File: src/rtl/igt_pkg.sv
// ----------------------------------------------------------------------------
// igt_pkg
// Shared types and constants for the integral gain tuner: word formats,
// configuration record, register indexes, controller states and commands.
// ----------------------------------------------------------------------------
`default_nettype none

package igt_pkg;

   // configuration register map
   localparam int CsrIdxW  = 3;
   localparam int CsrDataW = 23;

   typedef enum logic [CsrIdxW-1:0] {
      CSR_KI_TEMP      = 3'd0,
      CSR_KI_HUMID     = 3'd1,
      CSR_LIMIT_TEMP   = 3'd2,
      CSR_LIMIT_HUMID  = 3'd3,
      CSR_DT_LIMIT     = 3'd4,
      CSR_GAIN_FLOOR   = 3'd5,
      CSR_GAIN_CEILING = 3'd6
   } csr_idx_type;

   // reset values
   localparam logic [15:0] KiTempRst      = 16'd6554;
   localparam logic [15:0] KiHumidRst     = 16'd3277;
   localparam logic [22:0] LimitTempRst   = 23'd983040;
   localparam logic [22:0] LimitHumidRst  = 23'd1966080;
   localparam logic [15:0] DtLimitRst     = 16'd2560;
   localparam logic [15:0] GainFloorRst   = 16'd8192;
   localparam logic [15:0] GainCeilingRst = 16'd40960;

   // 1.0 in Q2.14
   localparam logic signed [23:0] GainOne = 24'sd16384;

   // input command codes
   localparam logic CmdUpdate = 1'b0;
   localparam logic CmdClear  = 1'b1;

   typedef struct packed {
      logic              cmd;
      logic signed [15:0] temp_error;
      logic              temp_valid;
      logic signed [15:0] humid_error;
      logic              humid_valid;
      logic [15:0]       step_time;
   } req_type;

   typedef struct packed {
      logic [15:0] gain_lamp;
      logic [15:0] gain_water;
      logic [15:0] gain_fog;
   } rsp_type;

   typedef struct packed {
      logic [15:0] ki_temp;
      logic [15:0] ki_moist;
      logic [22:0] limit_temp;
      logic [22:0] limit_humid;
      logic [15:0] dt_limit;
      logic [15:0] gain_floor;
      logic [15:0] gain_ceiling;
   } cfg_type;

   // controller states
   typedef enum logic [2:0] {
      ST_IDLE,
      ST_MUL_T,
      ST_MUL_H,
      ST_KI_T,
      ST_KI_H,
      ST_TERM,
      ST_DONE
   } state_type;

   // shared multiplier operand select
   typedef enum logic [1:0] {
      MUL_ERR_T,
      MUL_ERR_H,
      MUL_KI_T,
      MUL_KI_H
   } mul_sel_type;

   // controller to datapath
   typedef struct packed {
      logic        req_load;
      mul_sel_type mul_sel;
      logic        acc_t_step;
      logic        acc_h_step;
      logic        pt_load;
      logic        term_load;
      logic        out_load;
   } cmd_type;

   // datapath to controller
   typedef struct packed {
      logic out_free;
   } status_type;

endpackage

`default_nettype wire

File: src/rtl/igt_csr.sv
// ----------------------------------------------------------------------------
// igt_csr
// Configuration registers: write-only, one register per index, unknown
// indexes ignored.
// ----------------------------------------------------------------------------
`default_nettype none

module igt_csr
   import igt_pkg::*;
(
   input  wire logic                clock,
   input  wire logic                reset,
   input  wire logic                csr_we,
   input  wire logic [CsrIdxW-1:0]  csr_index,
   input  wire logic [CsrDataW-1:0] csr_wdata,
   output cfg_type                  cfg
);

   cfg_type cfg_ff, cfg_in;

   // register write decode
   always_comb begin
      cfg_in = cfg_ff;
      if (csr_we) begin
         case (csr_idx_type'(csr_index))
            CSR_KI_TEMP:      cfg_in.ki_temp      = csr_wdata[15:0];
            CSR_KI_HUMID:     cfg_in.ki_moist     = csr_wdata[15:0];
            CSR_LIMIT_TEMP:   cfg_in.limit_temp   = csr_wdata;
            CSR_LIMIT_HUMID:  cfg_in.limit_humid  = csr_wdata;
            CSR_DT_LIMIT:     cfg_in.dt_limit     = csr_wdata[15:0];
            CSR_GAIN_FLOOR:   cfg_in.gain_floor   = csr_wdata[15:0];
            CSR_GAIN_CEILING: cfg_in.gain_ceiling = csr_wdata[15:0];
            default:          cfg_in = cfg_ff;
         endcase
      end
   end

   always_ff @(posedge clock) begin
      if (reset) begin
         cfg_ff.ki_temp      <= KiTempRst;
         cfg_ff.ki_moist     <= KiHumidRst;
         cfg_ff.limit_temp   <= LimitTempRst;
         cfg_ff.limit_humid  <= LimitHumidRst;
         cfg_ff.dt_limit     <= DtLimitRst;
         cfg_ff.gain_floor   <= GainFloorRst;
         cfg_ff.gain_ceiling <= GainCeilingRst;
      end else begin
         cfg_ff <= cfg_in;
      end
   end

   assign cfg = cfg_ff;

endmodule

`default_nettype wire

File: src/rtl/igt_ctrl.sv
// ----------------------------------------------------------------------------
// igt_ctrl
// Sequencer: steps one word through the shared multiplier schedule and
// hands the finished gains to the output register.
// ----------------------------------------------------------------------------
`default_nettype none

module igt_ctrl
   import igt_pkg::*;
(
   input  wire logic       clock,
   input  wire logic       reset,
   input  wire logic       req_valid,
   output logic            req_ready,
   input  wire status_type status,
   output cmd_type         cmd
);

   state_type state_ff, state_in;

   // next state
   always_comb begin
      state_in = state_ff;
      case (state_ff)
         ST_IDLE:  if (req_valid) state_in = ST_MUL_T;
         ST_MUL_T: state_in = ST_MUL_H;
         ST_MUL_H: state_in = ST_KI_T;
         ST_KI_T:  state_in = ST_KI_H;
         ST_KI_H:  state_in = ST_TERM;
         ST_TERM:  state_in = ST_DONE;
         ST_DONE:  if (status.out_free) state_in = ST_IDLE;
         default:  state_in = ST_IDLE;
      endcase
   end

   always_ff @(posedge clock) begin
      if (reset) begin
         state_ff <= ST_IDLE;
      end else begin
         state_ff <= state_in;
      end
   end

   // command decode
   always_comb begin
      cmd       = '0;
      cmd.mul_sel = MUL_ERR_T;
      req_ready = 1'b0;
      case (state_ff)
         ST_IDLE: begin
            req_ready    = 1'b1;
            cmd.req_load = req_valid;
         end
         ST_MUL_T: cmd.mul_sel = MUL_ERR_T;
         ST_MUL_H: begin
            cmd.mul_sel    = MUL_ERR_H;
            cmd.acc_t_step = 1'b1;
         end
         ST_KI_T: begin
            cmd.mul_sel    = MUL_KI_T;
            cmd.acc_h_step = 1'b1;
         end
         ST_KI_H: begin
            cmd.mul_sel = MUL_KI_H;
            cmd.pt_load = 1'b1;
         end
         ST_TERM: cmd.term_load = 1'b1;
         ST_DONE: cmd.out_load = status.out_free;
         default: cmd = '0;
      endcase
   end

endmodule

`default_nettype wire

File: src/rtl/igt_dp.sv
// ----------------------------------------------------------------------------
// igt_dp
// Datapath: input word register, one shared 25x17 signed multiplier with
// product register, two saturating integrators, gain terms and the output
// register.
// ----------------------------------------------------------------------------
`default_nettype none

module igt_dp
   import igt_pkg::*;
(
   input  wire logic    clock,
   input  wire logic    reset,
   input  wire req_type req_word,
   input  wire cfg_type cfg,
   input  wire cmd_type cmd,
   output status_type   status,
   input  wire logic    rsp_ready,
   output logic         rsp_valid,
   output rsp_type      rsp_word
);

   // add product, saturate at +/- limit
   function automatic logic signed [23:0] sat_add(input logic signed [23:0] acc,
                                                  input logic signed [39:0] p,
                                                  input logic [22:0] lim);
      logic signed [33:0] v;
      logic signed [33:0] hi;
      logic signed [33:0] lo;
      v  = {{10{acc[23]}}, acc} + p[33:0];
      hi = {11'b0, lim};
      lo = -hi;
      if (v < lo) begin
         sat_add = lo[23:0];
      end else if (v > hi) begin
         sat_add = hi[23:0];
      end else begin
         sat_add = v[23:0];
      end
   endfunction

   // base plus term, clamped to floor then ceiling
   function automatic logic [15:0] clamp_gain(input logic signed [22:0] term,
                                              input logic [15:0] fl,
                                              input logic [15:0] ce);
      logic signed [23:0] g;
      logic signed [23:0] fl_s;
      logic signed [23:0] ce_s;
      g    = GainOne + {term[22], term};
      fl_s = {8'b0, fl};
      ce_s = {8'b0, ce};
      if (g < fl_s) begin
         clamp_gain = fl;
      end else if (g > ce_s) begin
         clamp_gain = ce;
      end else begin
         clamp_gain = g[15:0];
      end
   endfunction

   req_type            req_ff;
   logic signed [39:0] prod_ff, prod_in;
   logic signed [39:0] pt_ff;
   logic signed [23:0] temp_int_ff, temp_int_in;
   logic signed [23:0] humid_int_ff, humid_int_in;
   logic signed [22:0] term_l_ff, term_w_ff, term_m_ff;
   rsp_type            rsp_word_ff;
   logic               rsp_valid_ff, rsp_valid_in;

   logic [15:0]        dt;
   logic               do_int;
   logic signed [24:0] mul_a;
   logic signed [16:0] mul_b;
   logic signed [41:0] mul_p;
   logic signed [42:0] wsum;

   // effective time step
   assign dt     = (req_ff.step_time > cfg.dt_limit) ? cfg.dt_limit : req_ff.step_time;
   assign do_int = (req_ff.cmd == CmdUpdate) && (req_ff.step_time != 16'd0);

   // shared multiplier operands
   always_comb begin
      case (cmd.mul_sel)
         MUL_ERR_T: begin
            mul_a = {{9{req_ff.temp_error[15]}}, req_ff.temp_error};
            mul_b = {1'b0, dt};
         end
         MUL_ERR_H: begin
            mul_a = {{9{req_ff.humid_error[15]}}, req_ff.humid_error};
            mul_b = {1'b0, dt};
         end
         MUL_KI_T: begin
            mul_a = {temp_int_ff[23], temp_int_ff};
            mul_b = {1'b0, cfg.ki_temp};
         end
         MUL_KI_H: begin
            mul_a = {humid_int_ff[23], humid_int_ff};
            mul_b = {1'b0, cfg.ki_moist};
         end
         default: begin
            mul_a = '0;
            mul_b = '0;
         end
      endcase
   end

   assign mul_p   = mul_a * mul_b;
   assign prod_in = mul_p[39:0];

   // integrator updates
   always_comb begin
      temp_int_in  = temp_int_ff;
      humid_int_in = humid_int_ff;
      if (cmd.acc_t_step) begin
         if (req_ff.cmd == CmdClear) begin
            temp_int_in = '0;
         end else if (do_int && req_ff.temp_valid) begin
            temp_int_in = sat_add(temp_int_ff, prod_ff, cfg.limit_temp);
         end
      end
      if (cmd.acc_h_step) begin
         if (req_ff.cmd == CmdClear) begin
            humid_int_in = '0;
         end else if (do_int && req_ff.humid_valid) begin
            humid_int_in = sat_add(humid_int_ff, prod_ff, cfg.limit_humid);
         end
      end
   end

   // water term: 4*pt + ph, one floor shift
   assign wsum = {pt_ff[39], pt_ff, 2'b00} + {{3{prod_ff[39]}}, prod_ff};

   // output register handshake
   assign status.out_free = !rsp_valid_ff || rsp_ready;

   always_comb begin
      rsp_valid_in = rsp_valid_ff;
      if (cmd.out_load) begin
         rsp_valid_in = 1'b1;
      end else if (rsp_ready) begin
         rsp_valid_in = 1'b0;
      end
   end

   // control state and integrators
   always_ff @(posedge clock) begin
      if (reset) begin
         temp_int_ff  <= '0;
         humid_int_ff <= '0;
         rsp_valid_ff <= 1'b0;
      end else begin
         temp_int_ff  <= temp_int_in;
         humid_int_ff <= humid_int_in;
         rsp_valid_ff <= rsp_valid_in;
      end
   end

   // payload registers
   always_ff @(posedge clock) begin
      if (cmd.req_load) begin
         req_ff <= req_word;
      end
      prod_ff <= prod_in;
      if (cmd.pt_load) begin
         pt_ff <= prod_ff;
      end
      if (cmd.term_load) begin
         term_l_ff <= {pt_ff[39], pt_ff[39:18]};
         term_w_ff <= wsum[42:20];
         term_m_ff <= {prod_ff[39], prod_ff[39:18]};
      end
      if (cmd.out_load) begin
         rsp_word_ff.gain_lamp  <= clamp_gain(term_l_ff, cfg.gain_floor, cfg.gain_ceiling);
         rsp_word_ff.gain_water <= clamp_gain(term_w_ff, cfg.gain_floor, cfg.gain_ceiling);
         rsp_word_ff.gain_fog   <= clamp_gain(term_m_ff, cfg.gain_floor, cfg.gain_ceiling);
      end
   end

   assign rsp_valid = rsp_valid_ff;
   assign rsp_word  = rsp_word_ff;

endmodule

`default_nettype wire

File: src/rtl/integral_gain_tuner_top.sv
// ----------------------------------------------------------------------------
// integral_gain_tuner_top
// Integral controller with anti-windup clamp: turns temperature and humidity
// errors into lamp, water-heater and mist gains.
//
//   channel  ports                          direction  word
//   req      req_valid/req_ready/req_word   in         req_type
//   rsp      rsp_valid/rsp_ready/rsp_word   out        rsp_type
//   csr      csr_we/csr_index/csr_wdata     in         23-bit write data
//
// A word runs MUL_T, MUL_H, KI_T, KI_H, TERM, DONE from accept to rsp_valid;
// no new word is taken before it leaves DONE. The single shared multiplier
// is used four times per word (two error*dt products, two ki*integral terms).
// Reset is synchronous: integrators clear to zero, registers take defaults.
// A stalled result sits in the output register while the next word is
// accepted; the sequencer waits only if the register is still full when
// the next result is ready.
// ----------------------------------------------------------------------------
`default_nettype none

module integral_gain_tuner_top
   import igt_pkg::*;
(
   input  wire logic                clock,
   input  wire logic                reset,
   input  wire logic                req_valid,
   output logic                     req_ready,
   input  wire req_type             req_word,
   output logic                     rsp_valid,
   input  wire logic                rsp_ready,
   output rsp_type                  rsp_word,
   input  wire logic                csr_we,
   input  wire logic [CsrIdxW-1:0]  csr_index,
   input  wire logic [CsrDataW-1:0] csr_wdata
);

   cfg_type    cfg;
   cmd_type    cmd;
   status_type status;

   igt_csr u_csr (
      .clock     (clock),
      .reset     (reset),
      .csr_we    (csr_we),
      .csr_index (csr_index),
      .csr_wdata (csr_wdata),
      .cfg       (cfg)
   );

   igt_ctrl u_ctrl (
      .clock     (clock),
      .reset     (reset),
      .req_valid (req_valid),
      .req_ready (req_ready),
      .status    (status),
      .cmd       (cmd)
   );

   igt_dp u_dp (
      .clock     (clock),
      .reset     (reset),
      .req_word  (req_word),
      .cfg       (cfg),
      .cmd       (cmd),
      .status    (status),
      .rsp_ready (rsp_ready),
      .rsp_valid (rsp_valid),
      .rsp_word  (rsp_word)
   );

endmodule

`default_nettype wire

File: config.mk
export PLATFORM = sky130hd
export DESIGN_NAME = integral_gain_tuner_top
export DESIGN_NICKNAME = d
export VERILOG_FILES = /design/src/rtl/igt_pkg.sv /design/src/rtl/igt_csr.sv /design/src/rtl/igt_ctrl.sv /design/src/rtl/igt_dp.sv /design/src/rtl/integral_gain_tuner_top.sv
export SDC_FILE = /design/constraint.sdc
export NUM_CORES = 2
export LEC_CHECK = 0
export ABC_AREA = 1
export BUFFER_PORTS_ARGS = -buffer_cell sky130_fd_sc_hd__buf_2
export CAP_MARGIN = 5
export CORE_ASPECT_RATIO = 1.75
export CORE_MARGIN = 3
export CORE_UTILIZATION = 40
export DETAILED_ROUTE_END_ITERATION = 8
export GPL_ROUTABILITY_DRIVEN = 0
export HOLD_SLACK_MARGIN = 0.12
export SLEW_MARGIN = 5
export SYNTH_ARGS = -nofsm -noshare
export SYNTH_HDL_FRONTEND = slang
export SYNTH_HIERARCHICAL = 1
export SYNTH_SLANG_ARGS = --single-unit
File: constraint.sdc
create_clock -name clock -period 8.8 [get_ports clock]
set_input_delay 1.76 -clock clock [delete_from_list [all_inputs] [get_ports clock]]
set_output_delay 1.76 -clock clock [all_outputs]
set_load 0.02 [all_outputs]
**Word level (Yosys, flattened, before mapping)**

Cells that the tools add are included.
Widths: inputs -> output; s select.

- Bits in writable memories: 0
- Output and inout port bits: 50
- Flip-flop bits (word level): 424
- Memories kept: 0
- Memory bits (read-only): 0
- Latch bits: 0

- Equal/unequal tests: 17
- Divide/modulo/power cells: 0
- $add $sub $neg: 8
- Reductions and logical operators: 23
- Bitwise gates (word level): 1
- Order comparisons: 11
- Shifts and indexed selects: 0
- Multiplexer cells: 30
- Multiply operators: 1

Operators with widths:

| cell | count |
|---|---|
| $mux 24 | 8 |
| $mux 16 | 7 |
| $pmux 25 s4 | 1 |
| $gt 24x17->1 | 3 |
| $lt 24x17->1 | 3 |
| $add 34x34->34 | 2 |
| $gt 34x24->1 | 2 |
| $lt 34x34->1 | 2 |
| $neg 23->34 | 2 |
| $pmux 17 s3 | 1 |
| $add 16x22->23 const A | 2 |
| $add 42x40->43 | 1 |
| $mul 25x17->40 | 1 |
| $add 16x23->24 const A | 1 |
| $pmux 3 s7 | 1 |
| $reduce_and 2->1 | 10 |
| $eq 3x3->1 const B | 6 |
| $gt 16x16->1 | 1 |
| $reduce_bool 16->1 | 1 |
| $eq 3x2->1 const B | 4 |
| $mux 1 | 9 |
| $eq 3x1->1 const B | 2 |
| $logic_not 3->1 | 2 |
| $mux 3 | 2 |
| 12 further kinds | 17 |

**Depth between registers and ports, before layout**

- Depth in word-level cells: 6
- Depth in mapped cells: 44
- Mapped depth without buffers: 42

**By module**

The synthesis kept the hierarchy.

By module, submodules not included:

| module | cells each | instances | seq. area each (µm²) | area each (µm²) |
|---|---|---|---|---|
| igt_dp | 5023 | 1 | 7967.6 | 38747.2 |
| igt_csr | 694 | 1 | 2522.4 | 4952.2 |
| igt_ctrl | 37 | 1 | 60.1 | 205.2 |

**Worst setup path before layout**

No wires, ideal clock.

- Path kind: register to register
- From: register u_dp/req_ff[1] (netlist bit)
- To: register u_dp.prod_ff[38]
- Path slack: 1.494 ns
- Path buffers: 2
- Required time: 8.728 ns
- Data arrival time: 7.234 ns
- Stages on the path, launching flop included: 31
- Cell sequence: edfxtp_1 > ha_1 > inv_1 > nor2_1 > nor2_1 > o21a_1 > o21bai_1 > a21oi_1 > o21ai_1 > nand2_1 > clkbuf_1 > o211ai_1 > o221ai_1 > clkbuf_1 > nor2_1 > fa_1 > fa_1 > fa_1 > fa_1 > fa_1 > inv_1 > fa_1 > inv_1 > ha_1 > nand2_1 > nor4_1 > a221oi_1 > nand2_1 > nand2_1 > o211ai_1 > xor2_1

- Cells in the longest elaborated chain, start to end: 4

RTL lines:

| item | line | source |
|---|---|---|
| from (decl) | igt_dp.sv:61 | `req_type req_ff;` |
| from (signal assigned) | igt_dp.sv:161 | `req_ff <= req_word;` |
| $gt 16x16->1 | igt_dp.sv:78 | `assign dt = (req_ff.step_time > cfg.dt_limit) ? cfg.dt_limit : req_ff.step_time;` |
| $mux 16 * | igt_dp.sv:78 |  |
| $pmux 17 s3 * | igt_dp.sv:83 | `case (cmd.mul_sel)` |
| $mul 25x17->40 * | igt_dp.sv:107 | `assign mul_p = mul_a * mul_b;` |
| net u_dp.mul_p[38] | igt_dp.sv:74 | `logic signed [41:0] mul_p;` |
| to (signal assigned) | igt_dp.sv:163 | `prod_ff <= prod_in;` |
| to (decl) | igt_dp.sv:62 | `logic signed [39:0] prod_ff, prod_in;` |

Mark *: on every way through the listed nets, which the timed path passes. The rest lies on a longest branch. The select of a mux whose other input is x is not followed.
A chain may end at the register's enable or synchronous reset.

==> summary.md <==
| Metric | Value |
|---|---|
| 1st-pass router iterations | 6 |
| Final setup fails | 0 |
| First-pass GRT wire length | 252300 um |
| DRT Wirelength | 171400 um |
| Detailed Place HPWL | 139800 um |
| Layout cells sized above 1 | 6.610% |
| Syn Area/Cell | 7.630 sq um |
| Syn_nets | 6639 |
| F_max | 117.8 MHz |
| Reg clk slew, reported paths | 0.07 ns |
| GRT overflow | 0 |
| Placed Cells incl. Taps | 7259 |
| Cell Rows | 160 |
| Prevailing post-synth register cell | dfxtp_1 |
| Fin crit period | 8.490 ns |
| Slew Limit Fails | 0 |
| Die Y | 444.3 um |
| # nets final | 6734 |
| Post-Synth Adder-Cell Area | 29.28% |
| Initial Utilization | 40.39% |
| Critical path required time | 9.26 ns |
| Worst-path fanout max | 24 |
| DRC viols | 0 |
| Wl on met1 | 53590 um |
| MaxCap Viol Count | 0 |
| Wire per inst | 23.33 um |
| Worst Tran Pin Value | 1.311 ns |
| Worst-skew pair later-pin latency | 0.62 ns |
| Max incr delay on CP | 0.56 ns |
| P&R area growth vs syn | 9.271% |
| I/O pins | 132 |
| Largest net degree at the start of global routing | 91 |
| Final Hold Fails | 0 |
| DR top layer | met5 |
| Met2 wire length | 85580 um |
| Via Count | 40450 |
| EDFF count, synth | 206 |
| Seq/Total Area, Yosys | 24.03% |
| Compound-gate portion of the synthesized area | 9.325% |
| Port Buffers | 131 |
| DRT antenna net count | 0 |
| Slew margin rel. | 12.02% |
| Period utilisation layout | 96.47% |
| Synth Area in XOR/XNOR | 2.995% |
| Dominant cells by area after synthesis | fa_1 17%, edfxtp_1 14%, ha_1 12%, nand2_1 11%, dfxtp_1 9.9% |
| Initial antenna violation count | 6 |
| Simple-gate share of the synthesized area | 24.37% |
| Ys async rst share | 0% |
| CTS buffer count | 46 |
| Total track usage | 29.88% |
| H-tree depth | 2 |
| Post-CTS Hold Fix Bufs | 0 |
| Cells after Synth | 5754 |
| Count leader, synth | nand2_1 |
| Yosys top cell area share | 17.05% |
| Yosys cell types | 66 |
| #FFs+latches synth | 424 |
| Crit path top cell by count | fa_1 |
| Chip width | 256.4 um |
| Crit Path Class | flop to flop |
| Largest area contributor in the netlist | fa_1 |
| Cell area after synthesis | 43900 sq um |
| Vias per inst | 5.504 |
| Post-synthesis mux area share | 0% |
| Slowest library cell on the worst path | fa_1 |
| Initial drt markers | 2781 |
| Post-route insts no fill | 7348 |
| Worst Hold Class | flop to flop |
| Status | finished, final reports clean |
| Met3 wire len | 10910 um |
| Core Region | 108700 sq um |
| CTS sink cnt | 424 |
| Root Driver | clkbuf_16 |
| WP data arrival | 8.95 ns |
| Main combinational cell family by area after synthesis | adder cells |
| CP Capture Type | flop |
| Yosys warns | 6 |
| Vias in the first global route | 41470 |
| Worst clock skew | 0.03173 ns |
| Synth top cells by count | 1325 x nand2_1, 947 x inv_1, 649 x nor2_1, 429 x ha_1, 376 x nand3_1 |
| Clk buf depth | 3 |
| CTS tree | done |
| Startpoint Class | flop |
| Die area | 113900 sq um |
==> area by class of cell <==
cell class	instances	area [sq um]
fillers	11020	60730
multi-input cells	4199	29070
flip-flops and latches	424	10550
inverters	972	3650
well taps	1458	1824
repair buffers	206	1269
clock buffers	55	1216
clock inverters	29	382.9
diodes	5	12.51
==> worst paths after layout <==
kind                      startpoint            endpoint  slack [ns]  depth (start not counted)
setup / recovery  u_ctrl/state_ff[2]    u_dp/prod_ff[36]        0.31                         29
hold / removal        u_dp/pt_ff[32]  u_dp/term_l_ff[14]        0.47                          0
setup reg to reg  u_ctrl/state_ff[2]    u_dp/prod_ff[36]        0.31                         29
hold reg to reg       u_dp/pt_ff[32]  u_dp/term_l_ff[14]        0.47                          0
==> routing by layer <==
metal  global-route usage [%]  up-vias
met4                    29.54        2
met1                    28.02    19030
met3                    5.052      872
met2                    53.97     1892
li1                         -    18650
met5                        0        -
==> cell usage in the layout (no fill, tap or decap), types with 11 or more instances in the layout <==
cell type  instances
o211ai_1          33
nand3_1          376
a21oi_2           20
nor2_4            14
a221oi_1          12
nand2_2           16
nor2_2            16
fa_1             374
a21oi_1          298
o21bai_1          16
ha_1             429
nor3_1            33
a31oi_1           50
o21a_1            30
edfxtp_1         206
o22a_1            11
dfxtp_1          218
nand2_1         1325
clkbuf_16         47
xor2_1           104
o21ai_1           13
nand4_1           70
clkinv_1          18
xnor2_1           43
inv_1            946
o21ai_0          139
nor2_1           646
buf_2            131
buf_4             71
nor4_1            25
==> sequential cells by signal, indices dropped and copies added, names as in the netlist <==
name               flops
u_dp/term_m_ff        22
u_dp/req_ff           51
u_dp/prod_ff          40
u_ctrl/state_ff        3
u_dp/rsp_word         48
u_dp/humid_int_ff     24
u_dp/pt_ff            40
u_dp/term_w_ff        23
u_dp/temp_int_ff      24
u_csr/cfg            126
u_dp/term_l_ff        22
u_dp/rsp_valid         1
==> kinds of logic (layout without fill, tap and decap cells) <==
family,Yosys count,after routing
AO/OA/AOI/OAI,686,686
XOR/XNOR,148,148
adder cells (fa/ha/maj),803,803
buffers and inverters,1131,1262
flip-flops,424,424
other,0,5
AND/OR/NAND/NOR,2562,2562
==> through the flow <==
step	util (%)	worst slack [ns]	hold slack, ns	setup TNS [ns]	cell area, sq um
4_1_cts	44.10	0.2361	0.4677	0	47930
5_1_grt	44.12	-0.007114	0.4736	-0.007114	47960
6_report	44.13	0.3104	0.4676	0	47970
3_5_place_dp	42.62	0.2650	0.4502	0	46330
2_1_floorplan	-	1.494	0.4270	0	43900
3_3_place_gp	42.62	0.4340	0.4456	0	46330
==> critical path, delay by kind of cell, from the launching register on <==
family,cells,cell delay (ns)
xor+xnor,1,0.20
simple gates,7,1.50
fa+ha+maj,7,2.92
flops,1,0.42
compound gates,8,2.14
buf+inv,6,1.15
==> timing repair <==
item                                    in CTS  in global routing
gates resized for setup                      0                  4
buffers inserted                             0                  0
endpoints found under the setup margin       0                 11
hold endpoints to repair                     0                  0
Power is left out: the tool's default activity adds up to more than one toggle a clock period on the data nets, which glitch-free logic cannot reach.
